$ cat config.mk
export PLATFORM = sky130hd
export DESIGN_NAME = atss_span_gen
export DESIGN_NICKNAME = d
export VERILOG_FILES = /design/src/hw/rtl/atss_pkg.sv /design/src/hw/rtl/atss_span_gen.sv
export SDC_FILE = /design/constraint.sdc
export NUM_CORES = 1
export LEC_CHECK = 0
export ABC_AREA = 1
export BUFFER_PORTS_ARGS = -buffer_cell sky130_fd_sc_hd__buf_2
export CAP_MARGIN = 20
export CORE_MARGIN = 2
export CORE_UTILIZATION = 55
export DETAILED_ROUTE_END_ITERATION = 6
export PLACE_DENSITY = 0.76
export SYNTH_ARGS = -nofsm -noshare
export SYNTH_HDL_FRONTEND = slang
export SYNTH_SLANG_ARGS = --single-unit
$ cat constraint.sdc
create_clock -name clk -period 6.2 [get_ports clk]
set_input_delay 1.55 -clock clk [delete_from_list [all_inputs] [get_ports clk]]
set_output_delay 1.55 -clock clk [all_outputs]
set_load 0.01 [all_outputs]
$ cat src/hw/rtl/atss_pkg.sv
`timescale 1ns / 1ps

package atss_pkg;

    // Defaults for the top-level parameters.
    localparam int MAX_SPAN_DEF      = 64;
    localparam int TEX_ADDR_BITS_DEF = 16;

    // Fixed field widths.
    localparam int COORD_W  = 32;
    localparam int LEN_W    = 7;
    localparam int POS_W    = 12;
    localparam int CLIP_W   = 13;
    localparam int TEXEL_W  = 8;
    localparam int IADDR_W  = 16;
    localparam int CFG_W    = 16;
    localparam int CFG_IDX_W = 2;

    // Rows of the texture are 256 texels wide when no stride is set.
    localparam int FIXED_STRIDE_SHIFT = 8;
    // The destination x cannot go past 4095.
    localparam logic [CLIP_W-1:0] X_LIMIT = 13'd4096;

    typedef enum logic [CFG_IDX_W-1:0] {
        CFG_TRANSPARENT  = 2'd0,
        CFG_STRIDE       = 2'd1,
        CFG_SCREEN_WIDTH = 2'd2
    } cfg_index_t;

    localparam logic REQ_LOAD = 1'b0;
    localparam logic REQ_SPAN = 1'b1;

    // Span start command from the front end to the span generator.
    typedef struct packed {
        logic                start;
        logic [COORD_W-1:0]  u;
        logic [COORD_W-1:0]  v;
        logic [COORD_W-1:0]  du;
        logic [COORD_W-1:0]  dv;
        logic [POS_W-1:0]    x;
        logic [POS_W-1:0]    y;
        logic [LEN_W-1:0]    count;
    } span_cmd_t;

    // Pixel side information that travels alongside the texel address.
    typedef struct packed {
        logic             valid;
        logic [POS_W-1:0] x;
        logic [POS_W-1:0] y;
        logic             last;
    } pix_info_t;

endpackage

$ cat src/hw/rtl/atss_span_gen.sv
`timescale 1ns / 1ps

module atss_span_gen #(
    parameter int ADDR_BITS = 16
) (
    input  logic                         clk,
    input  logic                         rst_n,
    input  atss_pkg::span_cmd_t          cmd,
    input  logic                         adv,
    input  logic [atss_pkg::CFG_W-1:0]   row_stride,
    output logic                         busy,
    output atss_pkg::pix_info_t          pix,
    output logic [ADDR_BITS-1:0]         pix_addr
);
    import atss_pkg::*;

    // Stepping stage.
    logic [COORD_W-1:0] u_reg, v_reg, du_reg, dv_reg;
    logic [POS_W-1:0]   x_reg, y_reg;
    logic [LEN_W-1:0]   count_reg;
    logic               g_valid;

    // Row offset stage.
    pix_info_t          s1_reg;
    logic [IADDR_W-1:0] s1_row_reg;
    logic [IADDR_W-1:0] s1_iu_reg;

    // Address stage.
    pix_info_t          s2_reg;
    logic [ADDR_BITS-1:0] s2_addr_reg;

    logic [IADDR_W-1:0]   iu, iv;
    logic [2*IADDR_W-1:0] prod;
    logic [IADDR_W-1:0]   row_next;
    logic [IADDR_W-1:0]   sum16;

    assign g_valid = (count_reg != '0);
    assign iu      = u_reg[COORD_W-1 -: IADDR_W];
    assign iv      = v_reg[COORD_W-1 -: IADDR_W];
    assign prod    = iv * row_stride;

    always_comb
    begin
        if (row_stride == '0)
        begin
            row_next = {iv[IADDR_W-FIXED_STRIDE_SHIFT-1:0], {FIXED_STRIDE_SHIFT{1'b0}}};
        end
        else
        begin
            row_next = prod[IADDR_W-1:0];
        end
    end

    assign sum16 = s1_row_reg + s1_iu_reg;

    always_ff @(posedge clk or negedge rst_n)
    begin
        if (!rst_n)
        begin
            count_reg <= '0;
        end
        else if (cmd.start)
        begin
            count_reg <= cmd.count;
        end
        else if (adv && g_valid)
        begin
            count_reg <= count_reg - LEN_W'(1);
        end
    end

    always_ff @(posedge clk)
    begin
        if (cmd.start)
        begin
            u_reg  <= cmd.u;
            v_reg  <= cmd.v;
            du_reg <= cmd.du;
            dv_reg <= cmd.dv;
            x_reg  <= cmd.x;
            y_reg  <= cmd.y;
        end
        else if (adv && g_valid)
        begin
            u_reg <= u_reg + du_reg;
            v_reg <= v_reg + dv_reg;
            x_reg <= x_reg + POS_W'(1);
        end
    end

    always_ff @(posedge clk or negedge rst_n)
    begin
        if (!rst_n)
        begin
            s1_reg      <= '0;
            s1_row_reg  <= '0;
            s1_iu_reg   <= '0;
            s2_reg      <= '0;
            s2_addr_reg <= '0;
        end
        else if (adv)
        begin
            s1_reg.valid <= g_valid;
            s1_reg.x     <= x_reg;
            s1_reg.y     <= y_reg;
            s1_reg.last  <= (count_reg == LEN_W'(1));
            s1_row_reg   <= row_next;
            s1_iu_reg    <= iu;
            s2_reg       <= s1_reg;
            s2_addr_reg  <= sum16[ADDR_BITS-1:0];
        end
    end

    assign busy     = g_valid || s1_reg.valid || s2_reg.valid;
    assign pix      = s2_reg;
    assign pix_addr = s2_addr_reg;

endmodule

==> impl_metrics.json <==
{
  "status": "finished, final reports clean",
  "clock-root-buffer": "clkbuf_16",
  "yosysSeqAreaShare_pct": 38.59,
  "via_per_inst": 5.294,
  "synth_top_area_share_pct": 24.32,
  "worst_pin_slew_ns": 0.9816,
  "grt_max_degree": 117,
  "yosys-top-cells-count": "nand2_1, inv_1, edfxtp_1, ha_1, nand3_1",
  "synth_top_area_cell": "edfxtp_1",
  "synth_cell_types": 51,
  "syn_avg_cell_area_um2": 8.152,
  "dieArea_um2": 35610,
  "die-width_um": 188.7,
  "async_reset_ff_share_pct": 41.31,
  "ys_ff_latch": 259,
  "slew_headroom_pct": 34.56,
  "crit_fanout": 9,
  "path_class": "in -> reg",
  "synth.area.top_cells": "edfxtp_1, nand2_1, dfrtp_1, fa_1, ha_1",
  "portBuffers": 221,
  "seqPwrFrac_pct": 20.0,
  "ys.flop_type": "edfxtp_1",
  "clkPwrFrac_pct": 13.8,
  "cts_made_buffers": 29,
  "cp-startpoint": "row_stride[6]",
  "wl_per_cell_um": 16.08,
  "cts_tree": "built",
  "postRouteAntennaNets": 0,
  "antenna_found_initial": 6,
  "clkSinkCount": 259,
  "maxCapViolCount": 0,
  "period_needed_ns": 5.920,
  "synth-xor-area-share_pct": 1.774,
  "pin_count": 222,
  "ff_latch_area_um2": 7242,
  "hpwl_mm": 37.69,
  "p_int_w": 0.006730,
  "period_share_pct": 95.48,
  "syn_nets": 2693,
  "hold_start": "y_reg[9]$_DFFE_PP_",
  "via_count": 15860,
  "drc_errors": 0,
  "synth_adder_area_share_pct": 17.46,
  "gp_congestion": 0.9100,
  "synth_top_family_by_area": "simple AND/OR/NAND/NOR gates",
  "wl_mm": 48.17,
  "max_freq_mhz": 168.9,
  "required_ns": 6.62,
  "hold_viol": 0,
  "grt_pass1_vias": 15670,
  "core_um2": 33530,
  "cp.arrival_ns": 6.34,
  "area_growth_pct": 14.09,
  "drt_iter0_drc": 1072,
  "setup_violations": 0,
  "num_rows": 67,
  "nNetsFinal": 2913,
  "initial_core_util_pct": 55.96,
  "htreeDepth": 1,
  "cts_resized": 0,
  "grt-ovfl-total": 0,
  "multi_input_area_um2": 9961,
  "cellPowerDensity_nw_per_um2": 577.4,
  "hold_buffers": 0,
  "p_switching_w": 0.005632,
  "reg2reg_from": "v_reg[20]$_DFFE_PP_",
  "rsz0062_at_grt": "false",
  "syn_inst": 2302,
  "power.leakage_nw": 11.06,
  "synth_edf_count": 152,
  "placedInstanceArea_um2": 20450,
  "grt_pass1_wl_mm": 78.36,
  "fin_area_um2": 21410,
  "clk_latency_ns": 0.55,
  "syn_area_um2": 18770,
  "cts_setup_buffers": 0,
  "layout-drive-gt1-share_pct": 14.47,
  "synth_most_common_cell": "nand2_1",
  "setup_tns_ns": 0,
  "first_pass_iters": 5,
  "sw_frac_of_total_pct": 45.56,
  "clk_path_buf_depth": 3,
  "synth_compound_area_share_pct": 9.821,
  "min_path_type": "reg -> reg",
  "comb_power_share_pct": 66.1,
  "final-max-slew-violation-count": 0,
  "r2r_slack_ns": 0.59,
  "yosys.area_share.simple_pct": 23.80,
  "irDropWorstVdd_mv": 0.8628,
  "final.fill_count": 2975,
  "clkTransAtPathRegs_ns": 0.06,
  "startpoint_type": "input port",
  "synth.area.mux_share_pct": 0,
  "fp.dieH_um": 188.7,
  "finClkSkew_ns": 0.01577,
  "end_kind": "flop",
  "yosys_warnings": 0,
  "grtUsageTotal_pct": 27.43
}
==> cell type report <==
type | instances | area share (%)
Clock buffer | 39 | 3.705
Clock inverter | 13 | 0.7071
Multi-Input combinational cell | 1626 | 46.53
Sequential cell | 259 | 33.83
Tap cell | 448 | 2.618
Inverter | 351 | 6.160
Antenna cell | 5 | 0.05844
Timing Repair Buffer | 255 | 6.399
==> power by group through the flow <==
stage | combinational [W] | sequential, W | clock [W]
finish | 0.00818 | 0.00248 | 0.00171
global route | 0.00930 | 0.00251 | 0.00181
CTS | 0.00814 | 0.00248 | 0.00174
global placement | 0.00776 | 0.00250 | 0
detailed placement | 0.00811 | 0.00250 | 0
floorplan | 0.00578 | 0.00241 | 0
==> metrics by stage <==
step                setup slack, ns  utilization (%)  std cells  hold WS (ns)  total power, W
floorplan                   0.01888                -       2302        0.4254        0.008189
global placement            -0.1854            60.99       2939        0.4314         0.01025
detailed placement          -0.2763            60.99       2939        0.4406         0.01061
CTS                          0.3010            63.81       2991        0.4497         0.01235
global route               0.005168            63.82       2992        0.4727         0.01362
finish                       0.2803            63.85       2996        0.4456         0.01236
==> layer usage <==
metal / up-vias / share of wire (%) / global-route usage (%)
met3: 91 / 6.7 / 4.191
met1: 7399 / 46 / 39.13
met4: 4 / 2.6 / 7.452
met2: 493 / 44 / 43.85
met5: - / 0.056 / 0
li1: 7873 / - / -
==> critical path, cell delays in order <==
cell and delay, ns:
buf_2 0.16, nand2_1 0.07, inv_1 0.07, fa_1 0.53, inv_1 0.05, fa_1 0.52
fa_1 0.52, inv_1 0.04, ha_1 0.31, fa_1 0.55, inv_1 0.06, fa_1 0.52
inv_1 0.04, ha_1 0.33, a21oi_1 0.15, o21ai_0 0.12, o21bai_1 0.20, a21oi_1 0.17
xor2_1 0.16, nand2_1 0.06, nand2_1 0.07, o21ai_0 0.07
==> logic make-up (layout without fill, tap and decap cells) <==
| group | after synthesis | in the layout |
|---|---|---|
| AOI/OAI and AO/OA | 295 | 295 |
| xor gates and xnor gates | 38 | 38 |
| adders and majority gates | 212 | 212 |
| buffers and inverters | 417 | 658 |
| DFF | 259 | 259 |
| other | 0 | 5 |
| and+or+nand+nor | 1081 | 1081 |
==> placed cells by master (no fill, tap or decap), types with 19 or more instances in the layout <==
| cell | Yosys | routed |
|---|---|---|
| inv_1 | 347 | 345 |
| buf_4 | 3 | 35 |
| nand2_1 | 754 | 754 |
| fa_1 | 83 | 83 |
| a31oi_1 | 20 | 20 |
| o21ai_0 | 83 | 83 |
| ha_1 | 129 | 126 |
| dfrtp_1 | 107 | 107 |
| nor2_1 | 104 | 104 |
| nand4_1 | 19 | 19 |
| or2_2 | 24 | 24 |
| buf_2 | 11 | 219 |
| clkbuf_16 | 0 | 29 |
| xor2_1 | 23 | 23 |
| edfxtp_1 | 152 | 152 |
| a21oi_1 | 80 | 80 |
| nand3_1 | 124 | 124 |
==> path summary, 6_finish.rpt <==
check                                             end  cells past startpoint
hold reg to reg                s1_reg[10]$_DFFE_PN0P_                      2
setup / recovery           s1_row_reg[13]$_DFFE_PN0P_                     22
hold / removal                 s1_reg[10]$_DFFE_PN0P_                      2
min in group asynchronous       s1_reg[2]$_DFFE_PN0P_                      1
max in group asynchronous          pix[7]$_DFFE_PN0P_                      2
setup reg to reg           s1_row_reg[13]$_DFFE_PN0P_                     21
No activity file was read; power rests on OpenSTA's default activity.
